## src/sv/dwpid_pkg.sv

```systemverilog
package dwpid_pkg;

    // Width of each wheel's saturating error accumulator.
    localparam int SUM_WIDTH = 16;

    localparam int NOTCH_W = 8;
    localparam int GAIN_W  = 16;
    localparam int DUTY_W  = 16;
    localparam int ERR_W   = NOTCH_W + 1;
    localparam int SPEED_W = 17;
    localparam int PROD_W  = ERR_W + GAIN_W + 1;
    localparam int PRODI_W = SUM_WIDTH + GAIN_W + 1;
    localparam int ACC_W   = PRODI_W + 3;
    localparam int IDX_W   = 3;
    localparam int CFG_W   = 16;

    localparam logic [SPEED_W-1:0] SPEED_ONE = SPEED_W'(65536);

    localparam logic [IDX_W-1:0] REG_TARGET = 3'd0;
    localparam logic [IDX_W-1:0] REG_GAIN_P = 3'd1;
    localparam logic [IDX_W-1:0] REG_GAIN_D = 3'd2;
    localparam logic [IDX_W-1:0] REG_GAIN_I = 3'd3;
    localparam logic [IDX_W-1:0] REG_PERIOD = 3'd4;

    typedef struct packed {
        logic [NOTCH_W-1:0] left_notches;
        logic [NOTCH_W-1:0] right_notches;
        logic               hold;
    } sample_t;

    typedef struct packed {
        logic [DUTY_W-1:0] left_duty;
        logic [DUTY_W-1:0] right_duty;
        logic              updated;
    } result_t;

    typedef struct packed {
        logic [NOTCH_W-1:0] target_count;
        logic [GAIN_W-1:0]  gain_p;
        logic [GAIN_W-1:0]  gain_d;
        logic [GAIN_W-1:0]  gain_i;
        logic [DUTY_W-1:0]  pwm_period;
    } cfg_t;

    typedef struct packed {
        logic load;
        logic mul;
        logic upd;
    } lane_ctl_t;

endpackage

```

## src/sv/dual_wheel_pid_speed_control.sv

```systemverilog
// Dual-wheel incremental PID speed controller.
// Sample channel: sample_valid/sample_stall carry one tick with both encoder
// counts and the hold flag. Result channel: result_valid/result_stall return
// one result per sample with both duties and the updated flag.
// Configuration: cfg_valid/cfg_ready with cfg_index 0..4 (target, three gains,
// PWM period); cfg_ready is always high and other indexes are dropped.
// An update runs in 4 clocked steps: error capture at the sample transfer,
// the three gain products in parallel per wheel, the speed add and clamp, and
// the duty multiply into the result register. One sample is in flight at a
// time: a new sample is stalled until the last one has left the duty step. A
// held sample skips the lane steps and goes straight to the duty step.
// The two wheels run in identical lanes, and the result register merges them.
// A finished result waits in the output register while the next sample is
// already accepted; if the receiver stalls, the next result waits in the
// duty step until the register frees up.
// Reset sets both speeds to full scale, clears errors and sums and loads the
// default register values.
module dual_wheel_pid_speed_control
    import dwpid_pkg::*;
(
    input  logic             clk,
    input  logic             rst_n,
    input  logic             sample_valid,
    output logic             sample_stall,
    input  sample_t          sample,
    output logic             result_valid,
    input  logic             result_stall,
    output result_t          result,
    input  logic             cfg_valid,
    output logic             cfg_ready,
    input  logic [IDX_W-1:0] cfg_index,
    input  logic [CFG_W-1:0] cfg_data
);

    typedef enum logic [3:0] {
        ST_IDLE = 4'b0001,
        ST_MUL  = 4'b0010,
        ST_UPD  = 4'b0100,
        ST_DUTY = 4'b1000
    } state_t;

    state_t      state_reg, state_next;
    cfg_t        cfg_reg;
    logic        hold_reg;
    logic        out_valid_reg, out_valid_next;
    result_t     out_reg;
    lane_ctl_t   ctl;
    logic        sample_xfer;
    logic        out_load;
    logic [DUTY_W-1:0] left_duty, right_duty;

    assign cfg_ready    = 1'b1;
    assign sample_stall = (state_reg != ST_IDLE);
    assign sample_xfer  = sample_valid && !sample_stall;
    assign out_load     = (state_reg == ST_DUTY) && (!out_valid_reg || !result_stall);

    always_comb
    begin
        ctl.load = sample_xfer;
        ctl.mul  = (state_reg == ST_MUL);
        ctl.upd  = (state_reg == ST_UPD);
    end

    always_comb
    begin
        state_next = state_reg;
        case (state_reg)
            ST_IDLE:
            begin
                if (sample_xfer)
                begin
                    state_next = sample.hold ? ST_DUTY : ST_MUL;
                end
            end
            ST_MUL:  state_next = ST_UPD;
            ST_UPD:  state_next = ST_DUTY;
            ST_DUTY:
            begin
                if (out_load)
                begin
                    state_next = ST_IDLE;
                end
            end
            default: state_next = ST_IDLE;
        endcase
    end

    always_comb
    begin
        if (out_load)
        begin
            out_valid_next = 1'b1;
        end
        else if (result_stall)
        begin
            out_valid_next = out_valid_reg;
        end
        else
        begin
            out_valid_next = 1'b0;
        end
    end

    always_ff @(posedge clk or negedge rst_n)
    begin
        if (!rst_n)
        begin
            state_reg     <= ST_IDLE;
            out_valid_reg <= 1'b0;
            hold_reg      <= 1'b0;
            cfg_reg.target_count <= 8'd9;
            cfg_reg.gain_p       <= 16'd9175;
            cfg_reg.gain_d       <= 16'd4588;
            cfg_reg.gain_i       <= 16'd2294;
            cfg_reg.pwm_period   <= 16'd10000;
        end
        else
        begin
            state_reg     <= state_next;
            out_valid_reg <= out_valid_next;
            if (sample_xfer)
            begin
                hold_reg <= sample.hold;
            end
            if (cfg_valid && cfg_ready)
            begin
                case (cfg_index)
                    REG_TARGET: cfg_reg.target_count <= cfg_data[NOTCH_W-1:0];
                    REG_GAIN_P: cfg_reg.gain_p       <= cfg_data;
                    REG_GAIN_D: cfg_reg.gain_d       <= cfg_data;
                    REG_GAIN_I: cfg_reg.gain_i       <= cfg_data;
                    REG_PERIOD: cfg_reg.pwm_period   <= cfg_data;
                    default:    ;
                endcase
            end
        end
    end

    dwpid_lane u_left
    (
        .clk     (clk),
        .rst_n   (rst_n),
        .ctl     (ctl),
        .cfg     (cfg_reg),
        .notches (sample.left_notches),
        .duty    (left_duty)
    );

    dwpid_lane u_right
    (
        .clk     (clk),
        .rst_n   (rst_n),
        .ctl     (ctl),
        .cfg     (cfg_reg),
        .notches (sample.right_notches),
        .duty    (right_duty)
    );

    // A held sample reports zero duties and leaves both lanes' speed, last error and sum untouched.
    always_ff @(posedge clk)
    begin
        if (out_load)
        begin
            out_reg.left_duty  <= hold_reg ? '0 : left_duty;
            out_reg.right_duty <= hold_reg ? '0 : right_duty;
            out_reg.updated    <= !hold_reg;
        end
    end

    assign result_valid = out_valid_reg;
    assign result       = out_reg;

endmodule

```

## src/sv/dwpid_lane.sv

```systemverilog
module dwpid_lane
    import dwpid_pkg::*;
(
    input  logic               clk,
    input  logic               rst_n,
    input  lane_ctl_t          ctl,
    input  cfg_t               cfg,
    input  logic [NOTCH_W-1:0] notches,
    output logic [DUTY_W-1:0]  duty
);

    logic [SPEED_W-1:0]          speed_reg, speed_next;
    logic signed [ERR_W-1:0]     last_err_reg;
    logic signed [SUM_WIDTH-1:0] sum_reg, sum_next;
    logic signed [ERR_W-1:0]     err_reg;
    logic signed [PROD_W-1:0]    prod_p_reg, prod_d_reg;
    logic signed [PRODI_W-1:0]   prod_i_reg;
    logic signed [ERR_W-1:0]     err_new;
    logic signed [ACC_W-1:0]     acc;
    logic signed [SUM_WIDTH:0]   sum_wide;
    logic [2*SPEED_W-2:0]        duty_prod;

    assign err_new = $signed({1'b0, cfg.target_count}) - $signed({1'b0, notches});

    always_comb
    begin
        acc = ACC_W'($signed({1'b0, speed_reg})) + ACC_W'(prod_p_reg)
            + ACC_W'(prod_d_reg) + ACC_W'(prod_i_reg);
        if (acc[ACC_W-1])
        begin
            speed_next = '0;
        end
        else if ((acc[ACC_W-2:SPEED_W] != '0) || (acc[SPEED_W-1] && (acc[SPEED_W-2:0] != '0)))
        begin
            speed_next = SPEED_ONE;
        end
        else
        begin
            speed_next = acc[SPEED_W-1:0];
        end
    end

    // The accumulator saturates instead of wrapping.
    always_comb
    begin
        sum_wide = (SUM_WIDTH+1)'(sum_reg) + (SUM_WIDTH+1)'(err_reg);
        if (sum_wide[SUM_WIDTH] != sum_wide[SUM_WIDTH-1])
        begin
            sum_next = sum_wide[SUM_WIDTH] ? {1'b1, {(SUM_WIDTH-1){1'b0}}}
                                           : {1'b0, {(SUM_WIDTH-1){1'b1}}};
        end
        else
        begin
            sum_next = sum_wide[SUM_WIDTH-1:0];
        end
    end

    always_ff @(posedge clk or negedge rst_n)
    begin
        if (!rst_n)
        begin
            speed_reg    <= SPEED_ONE;
            last_err_reg <= '0;
            sum_reg      <= '0;
        end
        else if (ctl.upd)
        begin
            speed_reg    <= speed_next;
            last_err_reg <= err_reg;
            sum_reg      <= sum_next;
        end
    end

    always_ff @(posedge clk)
    begin
        if (ctl.load)
        begin
            err_reg <= err_new;
        end
        if (ctl.mul)
        begin
            prod_p_reg <= err_reg * $signed({1'b0, cfg.gain_p});
            prod_d_reg <= last_err_reg * $signed({1'b0, cfg.gain_d});
            prod_i_reg <= sum_reg * $signed({1'b0, cfg.gain_i});
        end
    end

    // Speed is at most 1.0, so the product fits below bit 32.
    assign duty_prod = (2*SPEED_W-1)'(speed_reg) * (2*SPEED_W-1)'(cfg.pwm_period);
    assign duty      = duty_prod[DUTY_W+15:16];

endmodule

```

## config.mk

```make
export PLATFORM = sky130hd
export DESIGN_NAME = dual_wheel_pid_speed_control
export DESIGN_NICKNAME = d
export VERILOG_FILES = /design/src/sv/dwpid_pkg.sv /design/src/sv/dual_wheel_pid_speed_control.sv /design/src/sv/dwpid_lane.sv
export SDC_FILE = /design/constraint.sdc
export NUM_CORES = 2
export LEC_CHECK = 0
export ABC_AREA = 1
export BUFFER_PORTS_ARGS = -buffer_cell sky130_fd_sc_hd__buf_2
export CAP_MARGIN = 20
export CELL_PAD_IN_SITES_DETAIL_PLACEMENT = 0
export CELL_PAD_IN_SITES_GLOBAL_PLACEMENT = 1
export CORE_UTILIZATION = 51
export DETAILED_ROUTE_END_ITERATION = 12
export PLACE_DENSITY_LB_ADDON = 0.1
export SYNTH_ARGS = -nofsm -noshare
export SYNTH_HDL_FRONTEND = slang
export SYNTH_SLANG_ARGS = --single-unit
```

## constraint.sdc

```tcl
create_clock -name clk -period 7.3 [get_ports clk]
set_clock_uncertainty 0.05 [all_clocks]
set_input_delay 0.73 -clock clk [delete_from_list [all_inputs] [get_ports clk]]
set_output_delay 0.73 -clock clk [all_outputs]
set_load 0.02 [all_outputs]
```

After elaboration in Yosys (flattened, before gate mapping) --
Cells that the tools add are included.
Operators by class: add/subtract/negate cells 10, multipliers 8, equality and inequality tests 14, mux-type cells 14, reduce and logical (&&, ||, !) cells 22
Operator list (count):
- 9-bit by 17-bit multiplier with 26-bit output | 4
- 36-bit by 33-bit adder with 36-bit output | 2
- 17-bit two-way mux | 4
- 16-bit by 17-bit multiplier with 33-bit output | 2
- 17-bit by 16-bit multiplier with 32-bit output | 2
- 16-bit two-way mux | 4
- 27-bit by 26-bit adder with 28-bit output | 2
- 18-bit by 26-bit adder with 27-bit output | 2
- 18-bit nonzero test | 2
- 16-bit by 9-bit adder with 17-bit output | 2
- 16-bit nonzero test | 2
- 8-bit by 8-bit subtractor with 9-bit output | 2
- 4-bit one-hot mux with 4 select lines | 1
- 4-bit two-way mux | 3
- 2-bit AND reduction | 6
- 3-bit by 2-bit equality test with 1-bit output, second input constant | 2
- 4-bit by 1-bit equality test with 1-bit output, second input constant | 1
- 4-bit by 2-bit equality test with 1-bit output, second input constant | 1
- 4-bit by 3-bit equality test with 1-bit output, second input constant | 1
- 4-bit equality test, second input constant | 1
- 1-bit logical AND | 4
- 1-bit logical NOT | 4
- 2-bit != test, second input constant | 2
- 4-bit by 1-bit != test with 1-bit output, second input constant | 1
- 7 further kinds | 11
Storage, ports and cells: flip-flop bits (word level) 383, bits of input ports 41, output and inout port bits 36, logic and storage cells 93

Depth between registers and ports, before layout --
depth in word-level cells 8, depth in mapped cells 34, gate-level depth less buffers 32

Hierarchy --
A second synthesis with hierarchy kept.
Second synthesis, totals: cells, all modules 9861, area total of the unflattened synthesis 78884.4 um^2
By module, submodules not included:
- dwpid_lane at u_left | times used 1, cells each 4738, area each 37194.4 um^2, seq. area each 3875.0 um^2
- dwpid_lane at u_right | times used 1, cells each 4726, area each 37129.4 um^2, seq. area each 3875.0 um^2
- dual_wheel_pid_speed_control | times used 1, cells each 397, area each 4560.6 um^2, seq. area each 2981.6 um^2

Least setup slack after synthesis --
No wires, ideal clock.
kind register to register, start point register u_left.speed_reg[16], end point register out_reg (netlist bit result[26]) (data pin), library setup time 0.259 ns, arrival 5.691 ns, required time 6.991 ns, path slack 1.300 ns, stages on the path, launching flop included 23, cell sequence dfstp_2 clkbuf_1 clkbuf_1 nand2_1 fa_1 inv_1 fa_1 inv_1 fa_1 inv_1 fa_1 inv_1 fa_1 inv_1 fa_1 ha_1 nand2_1 nor4_1 inv_1 o211ai_1 a21oi_1 o21ai_0 a21oi_1
Between the ends: longest elaborated chain between the ends 1
RTL lines:
- from (decl) | RTL line dwpid_lane.sv:12 | logic [SPEED_W-1:0] speed_reg, speed_next;
- from (signal assigned) | RTL line dwpid_lane.sv:68 | speed_reg <= speed_next;
- 17-bit by 16-bit multiplier with 32-bit output | RTL line dwpid_lane.sv:89 | assign duty_prod = (2*SPEED_W-1)'(speed_reg) * (2*SPEED_W-1)'(cfg.pwm_period);
- to (decl) | RTL line dual_wheel_pid_speed_control.sv:46 | result_t out_reg;
Every way passes these cells. A chain may end at the register's enable or synchronous reset.

Worst setup path after layout --
start point register u_left.sum_reg[1], end point register u_left.prod_i_reg[24] (data pin)
Between the ends: longest elaborated chain between the ends 1
RTL lines:
- from (decl) | RTL line dwpid_lane.sv:14 | logic signed [SUM_WIDTH-1:0] sum_reg, sum_next;
- from (signal assigned) | RTL line dwpid_lane.sv:70 | sum_reg <= sum_next;
- 16-bit by 17-bit multiplier with 33-bit output | RTL line dwpid_lane.sv:84 | prod_i_reg <= sum_reg * $signed({1'b0, cfg.gain_i});
- to (signal assigned) | RTL line dwpid_lane.sv:84
- to (decl) | RTL line dwpid_lane.sv:17 | logic signed [PRODI_W-1:0] prod_i_reg;
Every way passes these cells.

==> run metrics <==
Critical Path Max Stage Delay 830 ps; multi-input logic area 0.0572 mm²; Yosys warning count 0; remaining global-route overflow 0; run status finished, violations left; period utilisation layout 0.911; Yosys top cell area share 0.313; area leader, netlist fa_1; total wire length 237000 µm; die area 0.157 mm²; #FFs+latches synth 383; predominant post-synthesis flop cell edfxtp_1; Fill cells 15100; Crit Path Category flip-flop to flip-flop; top layer in use met5; CTS tree built; share of cells above drive strength 1 0.0404; Starting Density 0.514; site row count 144; Max Slew Vio Count 0; # hold bufs at CTS 0; Starting DRT DRC Count 4243; met2 wire length 113000 µm; startpoint types flip-flop; post-synth cell types 60; largest net degree at the start of global routing 138; Die Ht 396 µm; FFs w/ async S/R, synth 0.423; total track usage 0.309; number of global-route vias before repair 65900; DP HPWL 195000 µm; routability cong. 0.933; Net Count, Synth 12400; CP Data Required Time 7710 ps; post_cts resized 0; RSZ-0062 raised after global routing false; Layout area overhead 5.33%; class of the worst hold path input pin to async pin; Slew @ Worst Pin 1160 ps; Post-Route M1 WL 101000 µm; Post-DRT Antenna Nets 0; Avg Cell Area, Syn 7.78 µm²; register area 0.0107 mm²; Syn Inst Count 10200; initial antenna violation count 13; drt pass-1 iters 11; sequential fraction of the synthesis area 0.135; maximum clock rate 150 MHz; Largest delay share family, worst path adder cells; slowest CP cell dfrtp_1; # setup viols final 0; CTS Buf Count 55; Nets 12200; Root Driver clkbuf_16; first-pass GRT wire length 372000 µm; clock insertion delay at the later pin of the skew report 690 ps; CTS Buffer Depth 3; Ports 77; Via density 5.22; CORE AREA 0.154 mm²; IO buf count 75; MaxCap Viol Count 0; worst path cell trace nand2_1, fa_1, inv_1, fa_1, inv_1, fa_1, inv_1, fa_1, inv_1, fa_1, inv_1, fa_1, ha_1, nand2_1, o21ai_0, inv_1, o21ai_0, o21bai_1, nand2_1, nand2_1, nand2_1, nand2_1, xor2_1; Sum Neg Setup Slack 0 ps; commonest non-fill, non-tap cells in the layout nand2_1, inv_1, fa_1; DRC 28; Final Hold Viols 0; CP endpoint kind flip-flop; metal3 WL 13600 µm; clock sinks 383; clk slew on worst S/H paths 60 ps; vias 63200; failing checks DRC; Rel. slew slack 0.227; worst path bufs/invs 6; routed length per instance 19.5 µm; Crit Path Max Fanout 19; max reg flops 72; Worst EP arrival 7060 ps; Post-CTS Setup Bufs 0; crit path time final 6650 ps; most common cell after layout, fill and taps aside nand2_1; EDFF count, synth 221; Die X 396 µm; Post-Syn Area 0.0792 mm²; Synth area leaders fa_1, ha_1, nand2_1; H-tree depth 2
-- Yosys cell counts, types with 112 or more instances --
| cell | n |
|---|---|
| xnor2_1 | 112 |
| dfrtp_1 | 129 |
| nand3_1 | 169 |
| a21oi_1 | 396 |
| clkbuf_1 | 395 |
| ha_1 | 900 |
| edfxtp_1 | 221 |
| fa_1 | 1238 |
| xor2_1 | 158 |
| nand2_1 | 2797 |
| nor2_1 | 362 |
| inv_1 | 2576 |
| o21ai_0 | 240 |
-- routing by layer --
layer / vias up / GRT usage
met4: 2 / 0.101
met1: 31200 / 0.408
li1: 30000 / -
met3: 307 / 0.0338
met2: 1746 / 0.528
met5: - / 0
-- worst paths after layout --
path | startpoint | end | slack (ps) | depth (start not counted)
min in group clk | sample[0] | state_reg[1] | 250 | 2
worst min register to register | cfg_reg[64] | cfg_reg[64] | 460 | 2
worst min-delay path | rst_n | cfg_reg[60] | 50 | 1
worst max register to register | u_left.sum_reg[1] | u_left.prod_i_reg[24] | 650 | 23
worst max-delay path | u_left.sum_reg[1] | u_left.prod_i_reg[24] | 650 | 23
max in group asynchronous | rst_n | u_right.sum_reg[1] | 5940 | 2
-- kinds of logic (layout without fill, tap and decap cells) --
logic type	after synthesis	in the layout	share of synthesized area
AOI/OAI and AO/OA	811	811	0.0564
xor gates and xnor gates	271	271	0.0300
and+or+nand+nor	3571	3571	0.180
DFF	383	383	0.135
buffers and inverters	3006	2891	0.143
adders and majority gates	2138	2138	0.455
other	1	13	0.0000473
-- worst register-to-register path, delay by kind of cell, from the launching register on --
kind / cells / cell delay (ps)
adder cells (fa/ha/maj): 7 / 3460
flip-flops: 1 / 830
AND/OR/NAND/NOR: 6 / 730
AO/OA/AOI/OAI: 3 / 690
buffers and inverters: 6 / 370
XOR/XNOR: 1 / 320
-- cell type report --
cell class              instances  area share
diodes                         12    0.000360
clock buffers                  70      0.0184
clock inverters                31     0.00417
inverters                    2590       0.117
multi-input cells            6792       0.685
flip-flops and latches        383       0.129
well taps                    2044      0.0306
repair buffers                200      0.0161
-- through the flow --
stage | utilization | instances | setup WS (ps) | hold WS (ps) | area, µm²
5_1_grt | 0.541 | 12100 | 272 | 82.3 | 83400
2_1_floorplan | - | 10200 | 1300 | 384 | 79200
3_5_place_dp | 0.529 | 12000 | 718 | 449 | 81500
6_report | 0.541 | 12100 | 647 | 49.9 | 83500
4_1_cts | 0.541 | 12100 | 694 | 47.6 | 83400
3_3_place_gp | 0.529 | 12000 | 799 | 432 | 81500
Power is left out: the tool's default activity adds up to more than one toggle a clock period on the data nets, which glitch-free logic cannot reach.
